===== config.mk =====
export PLATFORM = sky130hd
export DESIGN_NAME = multichannel_range_pwm
export DESIGN_NICKNAME = d
export VERILOG_FILES = /design/src/rtl/mrp_pkg.sv /design/src/rtl/mrp_ctrl.sv /design/src/rtl/mrp_datapath.sv /design/src/rtl/multichannel_range_pwm.sv
export SDC_FILE = /design/constraint.sdc
export NUM_CORES = 2
export LEC_CHECK = 0
export BUFFER_PORTS_ARGS = -buffer_cell sky130_fd_sc_hd__buf_2
export CAP_MARGIN = 0
export CORE_UTILIZATION = 45
export DETAILED_ROUTE_END_ITERATION = 7
export PLACE_DENSITY = 0.68
export SYNTH_ARGS = -nofsm -noshare
export SYNTH_HDL_FRONTEND = slang
export SYNTH_HIERARCHICAL = 1
export SYNTH_SLANG_ARGS = --single-unit

===== constraint.sdc =====
create_clock -name clk -period 31.9 [get_ports clk]
set_input_delay 9.57 -clock clk [delete_from_list [all_inputs] [get_ports clk]]
set_output_delay 9.57 -clock clk [all_outputs]
set_load 0.01 [all_outputs]

===== src/rtl/mrp_pkg.sv =====
`default_nettype none

package mrp_pkg;

  // Item fields
  localparam int unsigned FUNC_W   = 2;
  localparam int unsigned PIN_W    = 6;
  localparam int unsigned VAL_W    = 16;
  localparam int unsigned LEN_W    = 32;
  localparam int unsigned LEVELS_W = 5;
  localparam int unsigned STATUS_W = 2;

  // Input word layout, lowest bit first: pin, range_min, range_max, duty
  localparam int unsigned PIN_LSB   = 0;
  localparam int unsigned RMIN_LSB  = PIN_LSB + PIN_W;
  localparam int unsigned RMAX_LSB  = RMIN_LSB + VAL_W;
  localparam int unsigned DUTY_LSB  = RMAX_LSB + VAL_W;
  localparam int unsigned IN_BITS   = DUTY_LSB + VAL_W;
  localparam int unsigned IN_DATA_W = ((IN_BITS + 7) / 8) * 8;

  // Output word layout, lowest bit first: levels, status
  localparam int unsigned OUT_BITS   = LEVELS_W + STATUS_W;
  localparam int unsigned OUT_DATA_W = ((OUT_BITS + 7) / 8) * 8;

  // Duty loaded by a channel init, before clamping to the range
  localparam logic [VAL_W-1:0] INIT_DUTY = 16'd10;

  // Divider steps: one quotient bit per cycle
  localparam int unsigned DIV_CNT_W = $clog2(LEN_W);

  typedef enum logic [FUNC_W-1:0] {
    FUNC_TICK = 2'd0,
    FUNC_INIT = 2'd1,
    FUNC_SET  = 2'd2,
    FUNC_NOP  = 2'd3
  } func_t;

  typedef enum logic [STATUS_W-1:0] {
    ST_OK          = 2'd0,
    ST_UNKNOWN_PIN = 2'd1,
    ST_TABLE_FULL  = 2'd2,
    ST_BAD_RANGE   = 2'd3
  } status_t;

  typedef enum logic [3:0] {
    S_IDLE,
    S_DECODE,
    S_DIV,
    S_TICK_CHK,
    S_MUL_A,
    S_MUL_B,
    S_LOAD,
    S_SET_SCAN,
    S_EMIT
  } state_t;

  // Controller to datapath
  typedef struct packed {
    logic    capture;
    logic    idx_clr;
    logic    idx_inc;
    logic    rem_dec;
    logic    init_write;
    logic    want_flip;
    logic    div_step;
    logic    mul_a;
    logic    mul_b;
    logic    load_phase;
    logic    count_inc;
    logic    set_duty;
    logic    code_we;
    status_t code;
    logic    emit;
  } cmd_t;

  // Datapath to controller
  typedef struct packed {
    func_t func;
    logic  empty;
    logic  full;
    logic  bad_range;
    logic  last;
    logic  rem_gt1;
    logic  pin_match;
    logic  div_done;
    logic  out_free;
  } sts_t;

endpackage

`default_nettype wire


===== src/rtl/mrp_ctrl.sv =====
`default_nettype none

module mrp_ctrl (
  input  wire logic          clk,
  input  wire logic          rst_n,
  input  wire logic          in_tvalid,
  output logic               in_tready,
  input  wire mrp_pkg::sts_t sts,
  output mrp_pkg::cmd_t      cmd
);

  mrp_pkg::state_t state_r, state_nxt;

  always_ff @(posedge clk) begin
    if (!rst_n) begin
      state_r <= mrp_pkg::S_IDLE;
    end else begin
      state_r <= state_nxt;
    end
  end

  always_comb begin
    state_nxt = state_r;
    cmd       = '0;
    cmd.code  = mrp_pkg::ST_OK;
    in_tready = 1'b0;
    case (state_r)
      mrp_pkg::S_IDLE: begin
        in_tready = 1'b1;
        if (in_tvalid) begin
          cmd.capture = 1'b1;
          state_nxt   = mrp_pkg::S_DECODE;
        end
      end
      mrp_pkg::S_DECODE: begin
        cmd.code_we = 1'b1;
        case (sts.func)
          mrp_pkg::FUNC_TICK: begin
            if (sts.empty) begin
              state_nxt = mrp_pkg::S_EMIT;
            end else begin
              cmd.idx_clr = 1'b1;
              state_nxt   = mrp_pkg::S_TICK_CHK;
            end
          end
          mrp_pkg::FUNC_INIT: begin
            if (sts.full) begin
              cmd.code  = mrp_pkg::ST_TABLE_FULL;
              state_nxt = mrp_pkg::S_EMIT;
            end else if (sts.bad_range) begin
              cmd.code  = mrp_pkg::ST_BAD_RANGE;
              state_nxt = mrp_pkg::S_EMIT;
            end else begin
              cmd.init_write = 1'b1;
              state_nxt      = mrp_pkg::S_DIV;
            end
          end
          mrp_pkg::FUNC_SET: begin
            // Assume a miss until the scan finds the pin
            cmd.code = mrp_pkg::ST_UNKNOWN_PIN;
            if (sts.empty) begin
              state_nxt = mrp_pkg::S_EMIT;
            end else begin
              cmd.idx_clr = 1'b1;
              state_nxt   = mrp_pkg::S_SET_SCAN;
            end
          end
          default: begin
            state_nxt = mrp_pkg::S_EMIT;
          end
        endcase
      end
      mrp_pkg::S_SET_SCAN: begin
        if (sts.pin_match) begin
          cmd.set_duty = 1'b1;
          cmd.code_we  = 1'b1;
          state_nxt    = mrp_pkg::S_EMIT;
        end else if (sts.last) begin
          state_nxt = mrp_pkg::S_EMIT;
        end else begin
          cmd.idx_inc = 1'b1;
        end
      end
      mrp_pkg::S_TICK_CHK: begin
        if (sts.rem_gt1) begin
          cmd.rem_dec = 1'b1;
          if (sts.last) begin
            state_nxt = mrp_pkg::S_EMIT;
          end else begin
            cmd.idx_inc = 1'b1;
          end
        end else begin
          cmd.want_flip = 1'b1;
          state_nxt     = mrp_pkg::S_MUL_A;
        end
      end
      mrp_pkg::S_DIV: begin
        cmd.div_step = 1'b1;
        if (sts.div_done) begin
          state_nxt = mrp_pkg::S_MUL_A;
        end
      end
      mrp_pkg::S_MUL_A: begin
        cmd.mul_a = 1'b1;
        state_nxt = mrp_pkg::S_MUL_B;
      end
      mrp_pkg::S_MUL_B: begin
        cmd.mul_b = 1'b1;
        state_nxt = mrp_pkg::S_LOAD;
      end
      mrp_pkg::S_LOAD: begin
        cmd.load_phase = 1'b1;
        if (sts.func == mrp_pkg::FUNC_INIT) begin
          cmd.count_inc = 1'b1;
          state_nxt     = mrp_pkg::S_EMIT;
        end else if (sts.last) begin
          state_nxt = mrp_pkg::S_EMIT;
        end else begin
          cmd.idx_inc = 1'b1;
          state_nxt   = mrp_pkg::S_TICK_CHK;
        end
      end
      mrp_pkg::S_EMIT: begin
        if (sts.out_free) begin
          cmd.emit  = 1'b1;
          state_nxt = mrp_pkg::S_IDLE;
        end
      end
      default: begin
        state_nxt = mrp_pkg::S_IDLE;
      end
    endcase
  end

endmodule

`default_nettype wire


===== src/rtl/mrp_datapath.sv =====
`default_nettype none

module mrp_datapath #(
  parameter int unsigned CHANNELS     = 5,
  parameter logic [31:0] PERIOD_TICKS = 32'd1000000
) (
  input  wire logic                               clk,
  input  wire logic                               rst_n,
  input  wire mrp_pkg::cmd_t                      cmd,
  output mrp_pkg::sts_t                           sts,
  input  wire logic [mrp_pkg::FUNC_W-1:0]         in_tuser,
  input  wire logic [mrp_pkg::IN_DATA_W-1:0]      in_tdata,
  output logic                                    out_tvalid,
  input  wire logic                               out_tready,
  output logic [mrp_pkg::OUT_DATA_W-1:0]          out_tdata
);

  localparam int unsigned IDX_W = (CHANNELS > 1) ? $clog2(CHANNELS) : 1;
  localparam int unsigned CNT_W = $clog2(CHANNELS + 1);
  localparam int unsigned PAD_W =
    (CHANNELS > mrp_pkg::LEVELS_W) ? CHANNELS : mrp_pkg::LEVELS_W;
  localparam int unsigned VW = mrp_pkg::VAL_W;
  localparam int unsigned LW = mrp_pkg::LEN_W;

  // Captured item
  mrp_pkg::func_t        func_r;
  logic [mrp_pkg::PIN_W-1:0] pin_r;
  logic [VW-1:0]         rmin_r;
  logic [VW-1:0]         rmax_r;
  logic [VW-1:0]         duty_r;

  // Channel table
  logic [mrp_pkg::PIN_W-1:0] chan_pin_r   [CHANNELS];
  logic [VW-1:0]             chan_range_r [CHANNELS];
  logic [LW-1:0]             chan_step_r  [CHANNELS];
  logic [VW-1:0]             chan_duty_r  [CHANNELS];
  logic [LW-1:0]             chan_rem_r   [CHANNELS];
  logic [CHANNELS-1:0]       chan_high_r;
  logic [CNT_W-1:0]          count_r;

  // Sequencing and arithmetic
  logic [IDX_W-1:0]               idx_r;
  logic                           want_r;
  logic [LW-1:0]                  len_a_r;
  logic [LW-1:0]                  len_b_r;
  logic [LW-1:0]                  div_q_r;
  logic [VW-1:0]                  div_part_r;
  logic [mrp_pkg::DIV_CNT_W-1:0]  div_cnt_r;
  mrp_pkg::status_t               code_r;

  // Result register
  logic                              out_valid_r;
  logic [mrp_pkg::LEVELS_W-1:0]      out_levels_r;
  mrp_pkg::status_t                  out_status_r;

  logic [VW-1:0]   range_new;
  logic [VW-1:0]   init_duty;
  logic [IDX_W-1:0] new_idx;
  logic [mrp_pkg::PIN_W-1:0] cur_pin;
  logic [VW-1:0]   cur_range;
  logic [VW-1:0]   cur_duty;
  logic [LW-1:0]   cur_step;
  logic [LW-1:0]   cur_rem;
  logic            cur_high;
  logic [VW-1:0]   set_duty_val;
  logic            mul_sel_high;
  logic [VW-1:0]   mul_n;
  logic [LW+VW-1:0] mul_p;
  logic [VW:0]     div_shift;
  logic [VW:0]     div_diff;
  logic            div_ge;
  logic [VW-1:0]   div_part_nxt;
  logic [LW-1:0]   div_q_nxt;
  logic            load_high;
  logic [LW-1:0]   load_len;
  logic [PAD_W-1:0] high_pad;

  assign range_new = rmax_r - rmin_r;
  assign init_duty = (mrp_pkg::INIT_DUTY < range_new) ? mrp_pkg::INIT_DUTY : range_new;
  assign new_idx   = IDX_W'(count_r);

  assign cur_pin   = chan_pin_r[idx_r];
  assign cur_range = chan_range_r[idx_r];
  assign cur_duty  = chan_duty_r[idx_r];
  assign cur_step  = chan_step_r[idx_r];
  assign cur_rem   = chan_rem_r[idx_r];
  assign cur_high  = chan_high_r[idx_r];

  assign set_duty_val = (duty_r < cur_range) ? duty_r : cur_range;

  // Shared multiplier: first pass the wanted phase, second pass the opposite one
  assign mul_sel_high = cmd.mul_a ? want_r : !want_r;
  assign mul_n        = mul_sel_high ? cur_duty : (cur_range - cur_duty);
  assign mul_p        = (LW + VW)'(cur_step) * (LW + VW)'(mul_n);

  // Restoring divider, one quotient bit a cycle
  assign div_shift    = {div_part_r, div_q_r[LW-1]};
  assign div_ge       = (div_shift >= {1'b0, cur_range});
  assign div_diff     = div_shift - {1'b0, cur_range};
  assign div_part_nxt = div_ge ? div_diff[VW-1:0] : div_shift[VW-1:0];
  assign div_q_nxt    = {div_q_r[LW-2:0], div_ge};

  // Skip a zero-length phase; both zero parks the channel low
  always_comb begin
    if (len_a_r != '0) begin
      load_high = want_r;
      load_len  = len_a_r;
    end else if (len_b_r != '0) begin
      load_high = !want_r;
      load_len  = len_b_r;
    end else begin
      load_high = 1'b0;
      load_len  = '0;
    end
  end

  assign high_pad = PAD_W'(chan_high_r);

  always_comb begin
    sts           = '0;
    sts.func      = func_r;
    sts.empty     = (count_r == '0);
    sts.full      = (count_r == CNT_W'(CHANNELS));
    sts.bad_range = (rmax_r <= rmin_r);
    sts.last      = ((CNT_W'(idx_r) + CNT_W'(1)) == count_r);
    sts.rem_gt1   = (cur_rem > LW'(1));
    sts.pin_match = (cur_pin == pin_r);
    sts.div_done  = (div_cnt_r == mrp_pkg::DIV_CNT_W'(LW - 1));
    sts.out_free  = !out_valid_r || out_tready;
  end

  // Control state
  always_ff @(posedge clk) begin
    if (!rst_n) begin
      count_r     <= '0;
      chan_high_r <= '0;
      out_valid_r <= 1'b0;
    end else begin
      if (cmd.count_inc) begin
        count_r <= count_r + CNT_W'(1);
      end
      if (cmd.load_phase) begin
        chan_high_r[idx_r] <= load_high;
      end
      if (cmd.emit) begin
        out_valid_r <= 1'b1;
      end else if (out_tready) begin
        out_valid_r <= 1'b0;
      end
    end
  end

  // Payload
  always_ff @(posedge clk) begin
    if (cmd.capture) begin
      func_r <= mrp_pkg::func_t'(in_tuser);
      pin_r  <= in_tdata[mrp_pkg::PIN_LSB +: mrp_pkg::PIN_W];
      rmin_r <= in_tdata[mrp_pkg::RMIN_LSB +: VW];
      rmax_r <= in_tdata[mrp_pkg::RMAX_LSB +: VW];
      duty_r <= in_tdata[mrp_pkg::DUTY_LSB +: VW];
    end
    if (cmd.idx_clr) begin
      idx_r <= '0;
    end else if (cmd.idx_inc) begin
      idx_r <= idx_r + IDX_W'(1);
    end else if (cmd.init_write) begin
      idx_r <= new_idx;
    end
    if (cmd.init_write) begin
      chan_pin_r[new_idx]   <= pin_r;
      chan_range_r[new_idx] <= range_new;
      chan_duty_r[new_idx]  <= init_duty;
      want_r                <= 1'b1;
      div_q_r               <= PERIOD_TICKS;
      div_part_r            <= '0;
      div_cnt_r             <= '0;
    end
    if (cmd.want_flip) begin
      want_r <= !cur_high;
    end
    if (cmd.div_step) begin
      div_q_r    <= div_q_nxt;
      div_part_r <= div_part_nxt;
      div_cnt_r  <= div_cnt_r + mrp_pkg::DIV_CNT_W'(1);
      if (sts.div_done) begin
        chan_step_r[idx_r] <= div_q_nxt;
      end
    end
    if (cmd.mul_a) begin
      len_a_r <= mul_p[LW-1:0];
    end
    if (cmd.mul_b) begin
      len_b_r <= mul_p[LW-1:0];
    end
    if (cmd.rem_dec) begin
      chan_rem_r[idx_r] <= cur_rem - LW'(1);
    end
    if (cmd.load_phase) begin
      chan_rem_r[idx_r] <= load_len;
    end
    if (cmd.set_duty) begin
      chan_duty_r[idx_r] <= set_duty_val;
    end
    if (cmd.code_we) begin
      code_r <= cmd.code;
    end
    if (cmd.emit) begin
      out_levels_r <= high_pad[mrp_pkg::LEVELS_W-1:0];
      out_status_r <= code_r;
    end
  end

  assign out_tvalid = out_valid_r;
  assign out_tdata  = mrp_pkg::OUT_DATA_W'({out_status_r, out_levels_r});

endmodule

`default_nettype wire


===== src/rtl/multichannel_range_pwm.sv =====
`default_nettype none
// Sequence: a tick walks the slots, counting each down or reloading a phase by multiply and load;
//   an init runs the one-bit-per-cycle step divider, then multiply and load; a set scans the slots.
// Throughput: one word at a time; the next input word is taken the cycle after a result is
//   registered, while that result may still wait on the output side.
// Reset: rst_n synchronous, active low; clears the channel count, phase levels, output valid
//   and the controller; no clearing pass, the table is written by init before it is read.

module multichannel_range_pwm #(
  parameter int unsigned CHANNELS     = 5,        // channel slots, 1 to 32
  parameter logic [31:0] PERIOD_TICKS = 32'd1000000
) (
  input  wire logic                          clk,
  input  wire logic                          rst_n,
  // Input channel
  input  wire logic                          in_tvalid,
  output logic                               in_tready,
  input  wire logic [mrp_pkg::FUNC_W-1:0]    in_tuser,   // func
  input  wire logic [mrp_pkg::IN_DATA_W-1:0] in_tdata,   // pin, range_min, range_max, duty
  // Result channel
  output logic                               out_tvalid,
  input  wire logic                          out_tready,
  output logic [mrp_pkg::OUT_DATA_W-1:0]     out_tdata   // levels, status
);

  // Command and status between the sequencer and the channel table
  mrp_pkg::cmd_t cmd;
  mrp_pkg::sts_t sts;

  // Sequencer: decodes the word, walks the slots, runs divide and multiply steps
  mrp_ctrl u_ctrl (
    .clk       (clk),
    .rst_n     (rst_n),
    .in_tvalid (in_tvalid),
    .in_tready (in_tready),
    .sts       (sts),
    .cmd       (cmd)
  );

  // Channel table, divider, shared multiplier and result register
  mrp_datapath #(
    .CHANNELS     (CHANNELS),
    .PERIOD_TICKS (PERIOD_TICKS)
  ) u_datapath (
    .clk        (clk),
    .rst_n      (rst_n),
    .cmd        (cmd),
    .sts        (sts),
    .in_tuser   (in_tuser),
    .in_tdata   (in_tdata),
    .out_tvalid (out_tvalid),
    .out_tready (out_tready),
    .out_tdata  (out_tdata)
  );

endmodule

`default_nettype wire


Word-level counts from Yosys, hierarchy flattened

Memory sizes are Yosys's and may differ from the RTL's. A register that Yosys moved wholly into a read port is not among the register bits.
Cells that the tools add are included.

Output and inout bits: 10
Memories: 5
Bits of input ports: 62
Memory bits (writable): 510
Bits in registers: 199

Equal/unequal tests: 17
Multipliers: 1
Bitwise operators: 1
Add/sub/neg operators: 7
Multiplexer cells: 96
Magnitude comparators: 7
Reductions and logical operators: 17

Memory list:

| memory                  | words | bits a word | read ports | clocked after memory_dff | write ports | RTL line           | RTL |
|---|---|---|---|---|---|---|---|
| u_datapath.chan_rem_r   | 5     | 32          | 1          | 1                        | 1           | mrp_datapath.sv:37 | `logic [LW-1:0] chan_rem_r [CHANNELS];` |
| u_datapath.chan_step_r  | 5     | 32          | 1          | 1                        | 1           | mrp_datapath.sv:35 | `logic [LW-1:0] chan_step_r [CHANNELS];` |
| u_datapath.chan_duty_r  | 5     | 16          | 1          | 1                        | 1           | mrp_datapath.sv:36 | `logic [VW-1:0] chan_duty_r [CHANNELS];` |
| u_datapath.chan_range_r | 5     | 16          | 1          | 1                        | 1           | mrp_datapath.sv:34 | `logic [VW-1:0] chan_range_r [CHANNELS];` |
| u_datapath.chan_pin_r   | 5     | 6           | 1          | 1                        | 1           | mrp_datapath.sv:33 | `logic [mrp_pkg::PIN_W-1:0] chan_pin_r [CHANNELS];` |

Operator list:

| kind                                                       | count |
|---|---|
| two-way mux 32 bit                                         | 5 |
| two-way mux 16 bit                                         | 7 |
| nonzero test 32 bit                                        | 2 |
| two-way mux 4 bit                                          | 12 |
| subtractor 16 bit                                          | 3 |
| two-way mux 1 bit                                          | 44 |
| two-way mux 3 bit                                          | 13 |
| one-hot mux 4 bit (9 select lines)                         | 1 |
| > comparator 32 x 1 -> 1 bit, second input constant        | 1 |
| multiplier 32 x 16 -> 32 bit                               | 1 |
| subtractor 32 x 1 -> 32 bit, second input constant         | 1 |
| >= comparator 17 x 16 -> 1 bit                             | 1 |
| == test 4 x 3 -> 1 bit, second input constant              | 4 |
| less-or-equal comparator 16 bit                            | 1 |
| less-than comparator 16 bit                                | 1 |
| less-than comparator 4 x 16 -> 1 bit, first input constant | 1 |
| OR reduction 16 bit                                        | 1 |
| one-hot mux 4 bit (3 select lines)                         | 1 |
| two-way mux 2 bit                                          | 5 |
| two-way mux 5 bit                                          | 2 |
| == test 4 x 2 -> 1 bit, second input constant              | 2 |
| nonzero test 2 bit                                         | 4 |
| adder 3 x 1 -> 3 bit, second input constant                | 2 |
| == test 6 bit                                              | 1 |
| other kinds (26)                                           | 30 |

Depth between registers and ports, before layout

Depth after elaboration: 9
Mapped depth: 49

Hierarchy

Netlist, hierarchy kept.

Modules (own cells, without submodules):

| module       | times used | area an instance (um2) | cells an instance |
|---|---|---|---|
| mrp_datapath | 1          | 42514.5                | 3358 |
| mrp_ctrl     | 1          | 539.3                  | 79 |

Worst setup path after synthesis

OpenSTA, ideal clock, no wires.

Kind: register to register
Start: register u_ctrl.state_r[2]
End: register u_datapath.len_a_r[31] (data pin)
Stages on the path, launching flop included: 36
Setup slack: 19133 ps
Data arrival time: 12504 ps
Path buffers: 5
Setup time: 263 ps
Path through: dfxtp_1 > clkbuf_1 > nor4b_1 > xor2_1 > clkbuf_1 > clkbuf_1 > a31oi_1 > o211ai_2 > xnor2_1 > clkbuf_1 > or2_2 > fa_1 > fa_1 > inv_1 > fa_1 > fa_1 > fa_1 > inv_1 > fa_1 > inv_1 > ha_1 > inv_1 > o21bai_1 > a21o_1 > a21oi_1 > o21ai_0 > a2111o_1 > a21oi_1 > o21ai_0 > nand4_1 > a21oi_1 > clkbuf_1 > nor2_1 > o41ai_1 > nand4_1 > or2_1

RTL lines:

| what                     | RTL line            | RTL |
|---|---|---|
| start: declaration       | mrp_ctrl.sv:12      | `mrp_pkg::state_t state_r, state_nxt;` |
| start signal: assignment | mrp_ctrl.sv:16      | `state_r <= mrp_pkg::S_IDLE;` |
| start signal: assignment | mrp_ctrl.sv:18      | `state_r <= state_nxt;` |
| end signal: assignment   | mrp_datapath.sv:190 | `len_a_r <= mul_p[LW-1:0];` |
| end: declaration         | mrp_datapath.sv:44  | `logic [LW-1:0] len_a_r;` |

==> impl_metrics.toml <==
[worst_hold_path]
min_path_cells = 0
hold_path_end = "u_datapath/out_status_r[1]$_DFFE_PP_"
hp-start = "u_datapath/code_r[1]$_DFFE_PP_"
holdCritPathClass = "flip-flop to flip-flop"

[clocking]
cts_buffer_depth = 3
cts_setup_buffers = 0
cts_root_buf = "clkbuf_16"
cts_htree_levels = 3
clock_latency_ns = 0.64
cts_sinks = 712
cts_resized = 0
clk_pin_slew_ns = 0.06
cts_hold_buf = 0
numCtsBuffers = 76
cts_tree = "yes"

[worst_setup_path]
crit_family = "compound AO/OA/AOI/OAI gates"
worst_ep_arrival_time_ns = 12.84
path_max_fanout = 41
path_class = "flip-flop to flip-flop"
cp_common_cell = "fa_1"
crit_path_start_kind = "flip-flop"
critPathMaxStageDelay_ns = 0.96
rr_endpoint = "u_datapath/len_b_r[31]$_DFFE_PP_"
reg2reg_depth = 39
slowest_stage = "dfxtp_4"
path_buf_inv = 6
cp_data_required_time_ns = 32.26
end_kind = "flip-flop"
r2r_slack_ns = 19.42

[die]
ios = 72
fp-row-count = 113
core_area_um2 = 94900
start_util_pct = 45.4
die_h_um = 311
die_w_um = 311
die-area_um2 = 96900

[yosys]
syn-num-nets = 3946
seq_area_frac_synth_pct = 49.2
synth_ff_type = "edfxtp_1"
synthArstFlopShare_pct = 0
ys_seq_elements = 712
synth_area_um2 = 43100
syn_inst = 3437
synth.distinct_cells = 86
syn_avg_cell_area_um2 = 12.5
synth_warnings = 6
synth_edf_count = 693

[drt]
drc = 0
vias = 26456
dr.pass1.iters = 5
wl_per_cell_um = 20.1
drt_iter0_drc = 1985
ant_nets = 0
wl_um = 97200
via_per_inst = 5.48

[sta]
worst_pin_slew_ns = 1.13
maxSlewViolCount = 0
fmaxAchievable_mhz = 80.1
post-route-period-util_pct = 39.1
fin_tns_setup_ns = 0
setup_slack_ns = 19.42
hold_viol_final = 0
rsz0062_at_grt = "false"
max_slew_margin_pct = 22.2
setup-violations-final = 0
min_period_ns = 12.48
finalClockSkew_ns = 0.0294
hold_slack_ns = 0.422

[place]
dp_hpwl_um = 66100
place.gp.congestion = 0.834
place_ws_ns = 19.42
portBuffers = 68
dp.cells = 4689

[finish]
layout_common_cells = "edfxtp_1, inv_1, nand2_1"
diodes = 0
synthToLayoutAreaGrowth_pct = 10.1
nets = 4011
final_layout_size_suffix_gt1_share_pct = 12.4
final_common_cell = "edfxtp_1"
num-fill-cells = 8091
final_cells = 4830

[global_route]
antenna_found_initial = 1
grt_usage_pct = 20.5
grt_max_degree = 60
grt_pass1_vias = 27631
grt.overflow.total = 0
grt_pass1_wl_um = 155000

[run_status]
outcome = "finished, final reports clean"

[flow_run]
cap_violations = 0
-- synth_stat cells, types with 5 or more instances --
master | instances | area [um2]
a211oi_1 | 6 | 45.0
a21boi_0 | 23 | 173
a21o_1 | 21 | 158
a21oi_1 | 120 | 601
a31oi_1 | 13 | 81.3
a32o_1 | 5 | 50.1
a32oi_1 | 5 | 43.8
and2_1 | 88 | 551
and3_1 | 13 | 81.3
buf_2 | 37 | 185
buf_4 | 5 | 37.5
clkbuf_1 | 85 | 319
dfxtp_1 | 19 | 380
edfxtp_1 | 693 | 20800
fa_1 | 307 | 6150
ha_1 | 140 | 1750
inv_1 | 472 | 1770
mux2_2 | 51 | 574
mux2i_1 | 103 | 1030
mux4_2 | 100 | 2250
nand2_1 | 354 | 1330
nand2b_1 | 39 | 244
nand3_1 | 18 | 90.1
nand4_1 | 20 | 125
nor2_1 | 274 | 1030
nor2b_1 | 36 | 225
nor3_1 | 39 | 195
nor4_1 | 23 | 144
o211a_1 | 5 | 50.1
o21a_1 | 10 | 75.1
o21ai_0 | 58 | 290
o21ai_1 | 5 | 25.0
o21bai_1 | 10 | 75.1
o41ai_1 | 7 | 61.3
or2_2 | 7 | 43.8
or3_1 | 15 | 93.8
or4_1 | 6 | 45.0
xnor2_1 | 79 | 692
xor2_1 | 35 | 307
-- layer usage --
metal	vias up	global-route usage (%)	wire, um
met1	13395	26.9	40100
met4	0	7.97	3610
met2	880	34.6	47800
met5	-	0	0
li1	11962	-	-
met3	219	2.78	5670
-- registers in the layout, summed over array words and instances (netlist names), 30 cells and up, named ones only --
register,count
u_datapath/chan_step_r,160
u_datapath/chan_rem_r,160
u_datapath/len_b_r,32
u_datapath/chan_range_r,80
u_datapath/div_q_r,32
u_datapath/len_a_r,32
u_datapath/chan_duty_r,80
u_datapath/chan_pin_r,30
-- worst max-delay path by stage --
stage | startpoint | endpoint | slack [ns] | cells past startpoint
5_1_grt | flip-flop | u_datapath/len_a_r[31]$_DFFE_PP_ | 18.62 | 39
6_report | flip-flop | u_datapath/len_b_r[31]$_DFFE_PP_ | 19.42 | 39
2_1_floorplan | u_ctrl/state_r[2]$_SDFFE_PN0P_ | u_datapath/len_a_r[31]$_DFFE_PP_ | 19.13 | 35
3_5_place_dp | flip-flop | u_datapath/len_b_r[31]$_DFFE_PP_ | 19.42 | 39
3_3_place_gp | flip-flop | u_datapath/len_a_r[31]$_DFFE_PP_ | 19.47 | 39
4_1_cts | flip-flop | u_datapath/len_b_r[31]$_DFFE_PP_ | 19.39 | 39
-- final cells by class --
class	instances	area, um2	area share [%]
flip-flops and latches	712	21200	44.7
multi-input cells	2117	19600	41.4
well taps	1265	1580	3.34
clock inverters	44	437	0.921
clock buffers	97	2020	4.27
inverters	473	1780	3.75
repair buffers	122	746	1.57
-- logic make-up after synthesis --
kind of cell             count (synthesis)  synth area share, %
flip-flops                             712                 49.2
buffers and inverters                  608                 5.52
adder cells (fa/ha/maj)                447                 18.3
AO/OA/AOI/OAI                          338                 5.18
multiplexers                           255                 8.99
AND/OR/NAND/NOR                        962                 10.4
other                                    1              0.00871
XOR/XNOR                               114                 2.32
-- metrics by stage --
step | cell area (um2) | utilization, %
floorplan | 43100 | -
global placement | 44900 | 47.4
detailed placement | 44900 | 47.4
CTS | 47400 | 50.0
global route | 47400 | 50.0
finish | 47400 | 50.0
Power is left out: the tool's default activity adds up to more than one toggle a clock period on the data nets, which glitch-free logic cannot reach.
